[src/rtl/kcd_pkg.sv]
`timescale 1ns / 1ps
`default_nettype none

package kcd_pkg;

  localparam int unsigned BUFFER_DEPTH       = 256;
  localparam int unsigned DEFAULT_FRAME_SIZE = 64;

  // highest buffer index written, the index sticks here once reached
  localparam logic [7:0] COUNT_LIMIT =
      (BUFFER_DEPTH - 1 > 255) ? 8'd255 : 8'(BUFFER_DEPTH - 1);

  localparam logic [7:0] KISS_FEND      = 8'hC0;
  localparam logic [7:0] KISS_FESC      = 8'hDB;
  localparam logic [7:0] KISS_TFEND     = 8'hDC;
  localparam logic [7:0] KISS_TFESC     = 8'hDD;
  localparam logic [7:0] HANDSHAKE_BYTE = 8'hAA;

  // command bytes and their arguments
  localparam logic [7:0] CMD_UPLINK = 8'h00;
  localparam logic [7:0] CMD_TEST   = 8'h01;
  localparam logic [7:0] CMD_LENGTH = 8'h02;
  localparam logic [7:0] CMD_TX     = 8'h03;
  localparam logic [7:0] CMD_IDLE   = 8'h04;
  localparam logic [7:0] ARG_ON     = 8'h01;
  localparam logic [7:0] ARG_OFF    = 8'h00;

  typedef struct packed {
    logic        buf_write;
    logic [7:0]  buf_index;
    logic [7:0]  buf_data;
    logic        frame_ready;
    logic [7:0]  frame_length;
    logic        transmitter_on;
    logic        idle_enabled;
    logic [15:0] frame_size;
    logic        reply_valid;
    logic [7:0]  reply_byte;
    logic        last;
  } result_t;

endpackage

`default_nettype wire

[src/rtl/kcd_in_if.sv]
`timescale 1ns / 1ps
`default_nettype none

interface kcd_in_if;
  logic       valid;
  logic       ready;
  logic       func;
  logic [7:0] rx_byte;

  modport source (output valid, output func, output rx_byte, input ready);
  modport sink   (input valid, input func, input rx_byte, output ready);
endinterface

`default_nettype wire

[src/rtl/kcd_out_if.sv]
`timescale 1ns / 1ps
`default_nettype none

interface kcd_out_if;
  logic        valid;
  logic        ready;
  logic        buf_write;
  logic [7:0]  buf_index;
  logic [7:0]  buf_data;
  logic        frame_ready;
  logic [7:0]  frame_length;
  logic        transmitter_on;
  logic        idle_enabled;
  logic [15:0] frame_size;
  logic        reply_valid;
  logic [7:0]  reply_byte;
  logic        last;

  modport source (
    output valid, output buf_write, output buf_index, output buf_data,
    output frame_ready, output frame_length, output transmitter_on,
    output idle_enabled, output frame_size, output reply_valid,
    output reply_byte, output last, input ready
  );
  modport sink (
    input valid, input buf_write, input buf_index, input buf_data,
    input frame_ready, input frame_length, input transmitter_on,
    input idle_enabled, input frame_size, input reply_valid,
    input reply_byte, input last, output ready
  );
endinterface

`default_nettype wire

[src/rtl/kcd_parser.sv]
`timescale 1ns / 1ps
`default_nettype none

module kcd_parser (
  input  wire logic            clk,
  input  wire logic            rst_n,
  input  wire logic            step,
  input  wire logic            func,
  input  wire logic [7:0]      rx_byte,
  output kcd_pkg::result_t     res
);

  typedef enum logic [2:0] {
    M_CMD, M_DATA, M_ESC, M_DRAIN, M_LEN_LO, M_LEN_HI, M_TX, M_IDLE
  } mode_t;

  mode_t       mode_r, mode_nxt;
  logic [7:0]  len_lo_r, len_lo_nxt;
  logic [7:0]  cnt_r, cnt_nxt;
  logic        ready_r, ready_nxt;
  logic        tx_r, tx_nxt;
  logic        idle_r, idle_nxt;
  logic [15:0] size_r, size_nxt;

  logic       wr;
  logic [7:0] ub;
  logic       rv;
  logic       lst;

  always_comb begin
    mode_nxt   = mode_r;
    len_lo_nxt = len_lo_r;
    cnt_nxt    = cnt_r;
    ready_nxt  = ready_r;
    tx_nxt     = tx_r;
    idle_nxt   = idle_r;
    size_nxt   = size_r;
    wr         = 1'b0;
    ub         = rx_byte;
    rv         = 1'b0;
    lst        = 1'b1;
    if (func) begin
      ready_nxt = 1'b0;
    end else begin
      unique case (mode_r)
        M_CMD: begin
          if (rx_byte == kcd_pkg::KISS_FEND) begin
            ready_nxt = 1'b0;
            cnt_nxt   = 8'd0;
          end else begin
            case (rx_byte)
              kcd_pkg::CMD_UPLINK: mode_nxt = M_DATA;
              kcd_pkg::CMD_TEST:   mode_nxt = M_DRAIN;
              kcd_pkg::CMD_LENGTH: mode_nxt = M_LEN_LO;
              kcd_pkg::CMD_TX:     mode_nxt = M_TX;
              kcd_pkg::CMD_IDLE:   mode_nxt = M_IDLE;
              default:             mode_nxt = M_CMD;
            endcase
          end
        end
        M_DATA: begin
          if (rx_byte == kcd_pkg::KISS_FEND) begin
            ready_nxt = 1'b1;
            mode_nxt  = M_CMD;
          end else if (rx_byte == kcd_pkg::KISS_FESC) begin
            mode_nxt = M_ESC;
          end else begin
            wr = 1'b1;
          end
        end
        M_ESC: begin
          // a bad escape stores the byte as it came
          if (rx_byte == kcd_pkg::KISS_TFESC) begin
            ub = kcd_pkg::KISS_FESC;
          end else if (rx_byte == kcd_pkg::KISS_TFEND) begin
            ub = kcd_pkg::KISS_FEND;
          end
          wr       = 1'b1;
          mode_nxt = M_DATA;
        end
        M_DRAIN: begin
          if (rx_byte == kcd_pkg::KISS_FEND) begin
            mode_nxt = M_CMD;
            rv       = 1'b1;
            lst      = 1'b0;
          end
        end
        M_LEN_LO: begin
          len_lo_nxt = rx_byte;
          mode_nxt   = M_LEN_HI;
        end
        M_LEN_HI: begin
          size_nxt = {rx_byte, len_lo_r};
          mode_nxt = M_CMD;
        end
        M_TX: begin
          tx_nxt   = (rx_byte == kcd_pkg::ARG_ON);
          mode_nxt = M_CMD;
        end
        M_IDLE: begin
          if (rx_byte == kcd_pkg::ARG_ON) begin
            idle_nxt = 1'b1;
          end else if (rx_byte == kcd_pkg::ARG_OFF) begin
            idle_nxt = 1'b0;
          end
          mode_nxt = M_CMD;
        end
      endcase
      if (wr && (cnt_r < kcd_pkg::COUNT_LIMIT)) begin
        cnt_nxt = cnt_r + 8'd1;
      end
    end
  end

  always_comb begin
    res.buf_write      = wr;
    res.buf_index      = wr ? cnt_r : 8'd0;
    res.buf_data       = wr ? ub : 8'd0;
    res.frame_ready    = ready_nxt;
    res.frame_length   = cnt_nxt;
    res.transmitter_on = tx_nxt;
    res.idle_enabled   = idle_nxt;
    res.frame_size     = size_nxt;
    res.reply_valid    = rv;
    res.reply_byte     = rv ? kcd_pkg::KISS_FEND : 8'd0;
    res.last           = lst;
  end

  always_ff @(posedge clk) begin
    if (!rst_n) begin
      mode_r   <= M_CMD;
      len_lo_r <= 8'd0;
      cnt_r    <= 8'd0;
      ready_r  <= 1'b0;
      tx_r     <= 1'b0;
      idle_r   <= 1'b0;
      size_r   <= 16'(kcd_pkg::DEFAULT_FRAME_SIZE);
    end else if (step) begin
      mode_r   <= mode_nxt;
      len_lo_r <= len_lo_nxt;
      cnt_r    <= cnt_nxt;
      ready_r  <= ready_nxt;
      tx_r     <= tx_nxt;
      idle_r   <= idle_nxt;
      size_r   <= size_nxt;
    end
  end

endmodule

`default_nettype wire

[src/rtl/kiss_command_deframer_top.sv]
// KISS command deframer: takes one host byte (or a frame-taken notice) per beat
// on in_ch and gives one result beat per input on out_ch, three for the FEND
// that closes a test command (FEND, 0xAA, FEND). With out_ch always ready the
// block sustains one input per cycle; the test reply occupies the result
// register for three beats, and the next input waits until its last beat is
// taken. Each input passes the input register, then the result register;
// having both also lets one byte be taken while a result waits.
`timescale 1ns / 1ps
`default_nettype none

module kiss_command_deframer_top (
  input  wire logic clk,
  input  wire logic rst_n,
  kcd_in_if.sink    in_ch,
  kcd_out_if.source out_ch
);

  logic             in_full_r;
  logic             in_func_r;
  logic [7:0]       in_byte_r;
  logic             out_valid_r;
  kcd_pkg::result_t out_res_r;
  logic [1:0]       rem_r;

  kcd_pkg::result_t res;
  logic             out_pop;
  logic             load_ok;
  logic             step;

  assign out_pop = out_valid_r && out_ch.ready;
  assign load_ok = !out_valid_r || (out_pop && (rem_r == 2'd0));
  assign step    = in_full_r && load_ok;

  // no beat is taken while reset is held
  assign in_ch.ready = rst_n && (!in_full_r || step);

  kcd_parser u_parser (
    .clk     (clk),
    .rst_n   (rst_n),
    .step    (step),
    .func    (in_func_r),
    .rx_byte (in_byte_r),
    .res     (res)
  );

  always_ff @(posedge clk) begin
    if (!rst_n) begin
      in_full_r <= 1'b0;
    end else if (in_ch.valid && in_ch.ready) begin
      in_full_r <= 1'b1;
    end else if (step) begin
      in_full_r <= 1'b0;
    end
  end

  always_ff @(posedge clk) begin
    if (in_ch.valid && in_ch.ready) begin
      in_func_r <= in_ch.func;
      in_byte_r <= in_ch.rx_byte;
    end
  end

  always_ff @(posedge clk) begin
    if (!rst_n) begin
      out_valid_r <= 1'b0;
      rem_r       <= 2'd0;
    end else if (step) begin
      out_valid_r <= 1'b1;
      rem_r       <= res.reply_valid ? 2'd2 : 2'd0;
    end else if (out_pop) begin
      if (rem_r != 2'd0) begin
        rem_r <= rem_r - 2'd1;
      end else begin
        out_valid_r <= 1'b0;
      end
    end
  end

  // remaining reply beats reuse the held status, only the byte and last mark change
  always_ff @(posedge clk) begin
    if (step) begin
      out_res_r <= res;
    end else if (out_pop && (rem_r != 2'd0)) begin
      out_res_r.reply_byte <= (rem_r == 2'd2) ? kcd_pkg::HANDSHAKE_BYTE
                                              : kcd_pkg::KISS_FEND;
      out_res_r.last       <= (rem_r == 2'd1);
    end
  end

  assign out_ch.valid          = out_valid_r;
  assign out_ch.buf_write      = out_res_r.buf_write;
  assign out_ch.buf_index      = out_res_r.buf_index;
  assign out_ch.buf_data       = out_res_r.buf_data;
  assign out_ch.frame_ready    = out_res_r.frame_ready;
  assign out_ch.frame_length   = out_res_r.frame_length;
  assign out_ch.transmitter_on = out_res_r.transmitter_on;
  assign out_ch.idle_enabled   = out_res_r.idle_enabled;
  assign out_ch.frame_size     = out_res_r.frame_size;
  assign out_ch.reply_valid    = out_res_r.reply_valid;
  assign out_ch.reply_byte     = out_res_r.reply_byte;
  assign out_ch.last           = out_res_r.last;

endmodule

`default_nettype wire

[src/flat_wrapper.sv]
// flat-port wrapper written by rule: the top's interface ports become plain ports
module kiss_command_deframer_top_flat 
  (clk, rst_n, in_ch_valid, in_ch_func, in_ch_rx_byte, in_ch_ready, out_ch_valid, out_ch_buf_write, out_ch_buf_index, out_ch_buf_data, out_ch_frame_ready, out_ch_frame_length, out_ch_transmitter_on, out_ch_idle_enabled, out_ch_frame_size, out_ch_reply_valid, out_ch_reply_byte, out_ch_last, out_ch_ready);
  kcd_in_if in_ch_i ();
  kcd_out_if out_ch_i ();
  input  wire logic clk;
  input  wire logic rst_n;
  input wire logic [$bits(in_ch_i.valid)-1:0] in_ch_valid;
  input wire logic [$bits(in_ch_i.func)-1:0] in_ch_func;
  input wire logic [$bits(in_ch_i.rx_byte)-1:0] in_ch_rx_byte;
  output wire logic [$bits(in_ch_i.ready)-1:0] in_ch_ready;
  output wire logic [$bits(out_ch_i.valid)-1:0] out_ch_valid;
  output wire logic [$bits(out_ch_i.buf_write)-1:0] out_ch_buf_write;
  output wire logic [$bits(out_ch_i.buf_index)-1:0] out_ch_buf_index;
  output wire logic [$bits(out_ch_i.buf_data)-1:0] out_ch_buf_data;
  output wire logic [$bits(out_ch_i.frame_ready)-1:0] out_ch_frame_ready;
  output wire logic [$bits(out_ch_i.frame_length)-1:0] out_ch_frame_length;
  output wire logic [$bits(out_ch_i.transmitter_on)-1:0] out_ch_transmitter_on;
  output wire logic [$bits(out_ch_i.idle_enabled)-1:0] out_ch_idle_enabled;
  output wire logic [$bits(out_ch_i.frame_size)-1:0] out_ch_frame_size;
  output wire logic [$bits(out_ch_i.reply_valid)-1:0] out_ch_reply_valid;
  output wire logic [$bits(out_ch_i.reply_byte)-1:0] out_ch_reply_byte;
  output wire logic [$bits(out_ch_i.last)-1:0] out_ch_last;
  input wire logic [$bits(out_ch_i.ready)-1:0] out_ch_ready;
  assign in_ch_i.valid = in_ch_valid;
  assign in_ch_i.func = in_ch_func;
  assign in_ch_i.rx_byte = in_ch_rx_byte;
  assign in_ch_ready = in_ch_i.ready;
  assign out_ch_valid = out_ch_i.valid;
  assign out_ch_buf_write = out_ch_i.buf_write;
  assign out_ch_buf_index = out_ch_i.buf_index;
  assign out_ch_buf_data = out_ch_i.buf_data;
  assign out_ch_frame_ready = out_ch_i.frame_ready;
  assign out_ch_frame_length = out_ch_i.frame_length;
  assign out_ch_transmitter_on = out_ch_i.transmitter_on;
  assign out_ch_idle_enabled = out_ch_i.idle_enabled;
  assign out_ch_frame_size = out_ch_i.frame_size;
  assign out_ch_reply_valid = out_ch_i.reply_valid;
  assign out_ch_reply_byte = out_ch_i.reply_byte;
  assign out_ch_last = out_ch_i.last;
  assign out_ch_i.ready = out_ch_ready;
  kiss_command_deframer_top u_core (.clk(clk), .rst_n(rst_n), .in_ch(in_ch_i), .out_ch(out_ch_i));
endmodule
[config.mk]
export PLATFORM = sky130hd
export DESIGN_NAME = kiss_command_deframer_top_flat
export DESIGN_NICKNAME = d
export VERILOG_FILES = /design/src/rtl/kcd_pkg.sv /design/src/rtl/kcd_in_if.sv /design/src/rtl/kcd_out_if.sv /design/src/rtl/kcd_parser.sv /design/src/rtl/kiss_command_deframer_top.sv /design/src/flat_wrapper.sv
export SDC_FILE = /design/constraint.sdc
export NUM_CORES = 1
export LEC_CHECK = 0
export ABC_AREA = 1
export BUFFER_PORTS_ARGS = -buffer_cell sky130_fd_sc_hd__buf_2
export CORE_MARGIN = 2
export CORE_UTILIZATION = 50
export DETAILED_ROUTE_END_ITERATION = 10
export PLACE_DENSITY = 0.72
export SKIP_CTS_REPAIR_TIMING = 1
export SYNTH_ARGS = -nofsm -noshare
export SYNTH_HDL_FRONTEND = slang
export SYNTH_SLANG_ARGS = --single-unit
[constraint.sdc]
create_clock -name clk -period 2.5 [get_ports clk]
set_input_delay 0.5 -clock clk [delete_from_list [all_inputs] [get_ports clk]]
set_output_delay 0.5 -clock clk [all_outputs]
set_load 0.05 [all_outputs]
Yosys cells after proc, flatten, opt, wreduce, memory -nomap -nowiden

Index checks and enable logic that the tools add are counted.

Add/subtract/negate cells: 2
Order comparisons: 1
Equality and inequality tests: 21
Multiplexer cells: 50
Bitwise operators: 1
Reductions and logical operators: 24

Operators with widths:

| operator              | number |
|---|---|
| $mux W8               | 9 |
| $eq A8 B8 Y1 const B  | 4 |
| $mux W16              | 2 |
| $mux W1               | 24 |
| $mux W9               | 2 |
| $pmux W3 S6           | 1 |
| $eq A8 B2 Y1 const B  | 2 |
| $pmux W3 S5           | 1 |
| $eq A3 B3 Y1 const B  | 4 |
| $mux W3               | 4 |
| $reduce_bool A2 Y1    | 5 |
| $add A8 B1 Y8 const B | 1 |
| $eq A8 B1 Y1 const B  | 1 |
| $eq A8 B3 Y1 const B  | 1 |
| $logic_not A8 Y1      | 1 |
| $lt A8 B8 Y1 const B  | 1 |
| $mux W2               | 4 |
| $logic_and A1 B1 Y1   | 7 |
| $mux W7               | 1 |
| $eq A3 B2 Y1 const B  | 2 |
| $reduce_and A5 Y1     | 1 |
| $ne A2 B2 Y1 const B  | 2 |
| $pmux W1 S2           | 2 |
| $reduce_and A2 Y1     | 2 |
| 13 further kinds      | 15 |

Register bits: 105
Logic and storage cells: 122

Logic depth before layout (Yosys ltp)

Word-level depth: 8
Depth in mapped cells: 13
Mapped depth without buffers: 13

Modules after synthesis

From an unflattened synthesis, not the netlist that was laid out.

Cell total of the unflattened synthesis: 510
Area, all modules: 4749.6 µm²

Modules (own cells, without submodules):

| module                    | instances | cells an instance | area an instance (µm²) |
|---|---|---|---|
| kcd_parser                | 1         | 389               | 2514.9 |
| kiss_command_deframer_top | 1         | 121               | 2234.6 |

Least setup slack after synthesis

Ideal clock, no wire load.

Path kind: register to register
From: register u_core.out_valid_r, in the netlist u_core.out_ch.valid
To: register u_core.out_ch.reply_byte[5] (netlist name)
Setup time: 0.296 ns
Arrival time: 1.712 ns
Slack: 0.492 ns
Cell stages (with the launch flop): 5
Buffers on the path: 1
Period minus slack after synthesis: 2.008 ns
Path through: dfxtp_1 -> a21boi_1 -> nor2_2 -> buf_2 -> nor2_1

Longest elaborated chain between the ends: 5

RTL lines:

| item                    | line                            | RTL |
|---|---|---|
| from (decl)             | kiss_command_deframer_top.sv:21 | `logic out_valid_r;` |
| from (signal assigned)  | kiss_command_deframer_top.sv:65 | `out_valid_r <= 1'b0;` |
| from (signal assigned)  | kiss_command_deframer_top.sv:68 | `out_valid_r <= 1'b1;` |
| from (signal assigned)  | kiss_command_deframer_top.sv:74 | `out_valid_r <= 1'b0;` |
| $logic_and A1 B1 Y1     | kiss_command_deframer_top.sv:30 | `assign out_pop = out_valid_r && out_ch.ready;` |
| $logic_and A1 B1 Y1     | kiss_command_deframer_top.sv:31 | `assign load_ok = !out_valid_r \|\| (out_pop && (rem_r == 2'd0));` |
| $logic_or A1 B1 Y1 (*)  | kiss_command_deframer_top.sv:31 |  |
| $logic_and A1 B1 Y1 (*) | kiss_command_deframer_top.sv:32 | `assign step = in_full_r && load_ok;` |
| named net u_core.step   | kiss_command_deframer_top.sv:28 | `logic step;` |
| $mux W9 (*)             | kiss_command_deframer_top.sv:81 | `if (step) begin` |

Mark *: on every way through the listed nets, which the timed path passes. The rest lies on a longest branch.
A chain may end at the register's enable or synchronous reset.

Final worst setup path

From: register u_core.rem_r[0]
To: output port in_ch_ready

Longest elaborated chain between the ends: 6

RTL lines:

| item                   | line                            | RTL |
|---|---|---|
| from (decl)            | kiss_command_deframer_top.sv:23 | `logic [1:0] rem_r;` |
| from (signal assigned) | kiss_command_deframer_top.sv:69 | `rem_r <= res.reply_valid ? 2'd2 : 2'd0;` |
| from (signal assigned) | kiss_command_deframer_top.sv:72 | `rem_r <= rem_r - 2'd1;` |
| $logic_not A2 Y1       | kiss_command_deframer_top.sv:31 |  |
| $logic_and A1 B1 Y1    | kiss_command_deframer_top.sv:31 |  |
| $logic_or A1 B1 Y1     | kiss_command_deframer_top.sv:31 |  |
| $logic_and A1 B1 Y1    | kiss_command_deframer_top.sv:32 |  |
| $logic_or A1 B1 Y1     | kiss_command_deframer_top.sv:35 | `assign in_ch.ready = rst_n && (!in_full_r \|\| step);` |
| $logic_and A1 B1 Y1    | kiss_command_deframer_top.sv:35 |  |
| to (decl)              | flat_wrapper.sv:11              | `output wire logic [$bits(in_ch_i.ready)-1:0] in_ch_ready;` |

Every way passes these cells.

==> flow_summary_export.csv <==
group,metric,value,unit
synth,muxShareOfSynthArea,0,%
place,io_buffers,65,
clocking,cts.path.max_buffers,2,
place,routabilityCongestion,0.912,
grt,grt_use_total,19.5,%
clocking,ctsRootBufferMaster,"clkbuf_8",
sta,finClkSkew,0.0107,ns
grt,grt_start_max_net_pins,43,
sta,slew_headroom,51.8,%
die,rows,34,
sta,setup_slack,0.149,ns
layout,area_growth,13.5,%
pwr,p_per_area,648,nW/um^2
clocking,clk_latency,0.37,ns
drt,viasPerCell,5.21,
critical_path,crit_chain,"inv_1 -> ha_1 -> a21boi_1 -> inv_1 -> nor2_1 -> inv_1 -> nand2_1 -> inv_1 -> buf_2",
die,core,8590,sq um
drt,drt-pass1-iter-count,4,
min_path,holdCritPathClass,"primary input to register",
sta,tightest_slew,0.721,ns
layout,layout_common_cells,"71 x inv_1, 65 x buf_2, 58 x nor2_1, 58 x edfxtp_1, 55 x nand2_1",
critical_path,endpoint_kind,"output pin",
critical_path,cpPeakStageDelay,0.34,ns
synth,synthSimpleGateAreaFrac,18.8,%
layout,drive_gt1_share,19.8,%
layout,fin_cells,654,
layout,postLayoutCellArea,4970,sq um
synth,synth_top_family_by_area,"simple AND/OR/NAND/NOR gates",
critical_path,path_common_cell,"inv_1",
sta,timing.final.max_slew_violations,0,
clocking,clk_pin_slew_worst_paths,0.09,ns
grt,antenna_found_initial,0,
sta,tns,0,ns
clocking,cts_buffers,9,
die,start_util,50.9,%
clocking,tritoncts,"built",
outcome,outcome,"finished, final reports clean",
synth,syn-instance-count,478,
grt,grt_pass1_vias,3120,
sta,holdWs,0.305,ns
layout,final_common_cell,"inv_1",
place,post_dp_cell_area,4800,sq um
drt,route.final.wire_length,8.96,mm
place,dp.cells,638,
critical_path,required,2.00,ns
clocking,cts.sinks,100,
synth,synth_area,4380,sq um
pwr,peakVddDrop,0.317,mV
critical_path,start_kind,"register",
sta,final.min_clock_period,2.35,ns
sta,hold_viol,0,
critical_path,worstPathMaxFanout,4,
synth,synth_xor_area_share,0.400,%
synth,postSynthRegisterBits,100,
drt,ant_nets,0,
layout,num_antenna_cells,0,
critical_path,crit_arrival,1.85,ns
grt,grt-ovfl-total,0,
drt,drc,0,
critical_path,slowest_stage,"dfxtp_1",
place,pre_cts_ws,0.520,ns
synth,synth_cell_types,33,
die,die_height,97.6,um
synth,yosys_warnings,0,
drt,drtIter0Drc,238,
synth,yosysSeqAreaShare,59.0,%
critical_path,worstSetupPathType,"register to output pin",
place,hpwl,6.44,mm
layout,nNetsFinal,558,
grt,grt_pass1_wl,14.7,mm
synth,post_synth.cell_area_avg,9.16,sq um
clocking,cts_max_level,3,
die,die_area,9520,sq um
layout,fill_cells,779,
sta,fmax,425,MHz
pwr,p_leak,2.22,nW
sta,setup-violations-final,0,
drt,vias,3407,
drt,avgRoutedWirePerCell,13.7,um
synth,synth-compound-area-share,11.6,%
synth,synthAdderAreaFrac,1.14,%
sta,period_share,94.0,%
sta,rsz0062_at_grt,"false",
job,cap_violations,0,
die,ios,69,
die,dieWidth,97.6,um
where the power goes:
part,total [mW],switching (mW),leakage (nW),internal (mW)
clock network,0.903,0.538,0.0819,0.365
logic,0.450,0.341,1.24,0.109
registers,1.87,0.0369,0.905,1.83
cells by family after synthesis:
family / Yosys count
compound gates: 97
xor+xnor: 2
fa+ha+maj: 4
buf+inv: 97
flops: 100
other cells: 1
simple gates: 177
path summary, 6_finish.rpt:
check                                                from                           to  slack [ns]  cells after the start
worst max-delay path                      u_core.rem_r[0]                  in_ch_ready        0.15                      9
worst min-delay path                     in_ch_rx_byte[6]          u_core.in_byte_r[6]        0.31                      1
worst max register to register            u_core.rem_r[0]  u_core.u_parser.len_lo_r[0]        0.48                      8
worst min register to register  u_core.u_parser.size_r[6]    u_core.u_parser.size_r[6]        0.52                      2
synthesized netlist by cell type:
master,count,area (sq um)
o21ai_0,45,225
or2_2,1,6.26
buf_2,8,40.0
ha_1,4,50.1
inv_1,71,267
nand3_1,24,120
a22oi_1,1,7.51
edfxtp_1,58,1740
o21bai_1,1,7.51
a211oi_1,2,15.0
o211ai_1,1,7.51
inv_2,4,15.0
nor2_1,58,218
nor2_2,5,31.3
nor3_1,6,30.0
or2_1,2,12.5
a21boi_1,1,7.51
nand2_4,3,33.8
nand2_2,7,43.8
dfxtp_1,42,841
nor4_1,2,12.5
a21oi_1,41,205
conb_1,1,3.75
clkbuf_2,1,5.00
nand2_1,55,206
nand3_2,2,20.0
nor3_4,1,16.3
xor2_1,2,17.5
nand4_1,8,50.1
buf_4,5,37.5
clkbuf_1,8,30.0
a31oi_1,5,31.3
nand3b_1,3,22.5
worst max-delay path, delay by kind of cell (launching register included):
kind / cells / cell delay [ns]
AO/OA/AOI/OAI: 1 / 0.28
AND/OR/NAND/NOR: 2 / 0.17
adder cells (fa/ha/maj): 1 / 0.21
buffers and inverters: 5 / 0.48
flip-flops: 1 / 0.34
registers in the layout, summed over array words and instances (netlist names), 2 cells and up:
name and cells:
u_core.out_ch.reply_byte 3, u_core.u_parser.len_lo_r 8, u_core.rem_r 2, u_core.out_ch.buf_data 8, u_core.out_ch.buf_index 8, u_core.out_ch.frame_size 16, u_core.in_byte_r 8, u_core.u_parser.mode_r 3
u_core.u_parser.size_r 16, u_core.u_parser.cnt_r 8, u_core.out_ch.frame_length 8
routing by layer:
metal	track usage (%)	share of wire [%]	vias up
met5	0	0	-
met4	6.62	1.7	0
met3	5.90	6.0	15
met2	30.5	47	109
li1	-	-	1699
met1	25.9	45	1584
stage by stage:
stage	utilization (%)	power [mW]
after global placement	55.9	2.34
after CTS	57.8	3.25
after detailed placement	55.9	2.36
final	57.8	3.22
after global routing	57.8	3.35
after floorplan	-	2.25
layout make-up:
class | count | area (sq um) | area share, %
flip-flops and latches | 100 | 2580 | 52.0
multi-input cells | 283 | 1410 | 28.4
inverters | 75 | 282 | 5.66
clock inverters | 5 | 35.0 | 0.705
clock buffers | 11 | 131 | 2.64
repair buffers | 72 | 390 | 7.85
well taps | 108 | 135 | 2.72
Power figures use the tool's default switching activity.
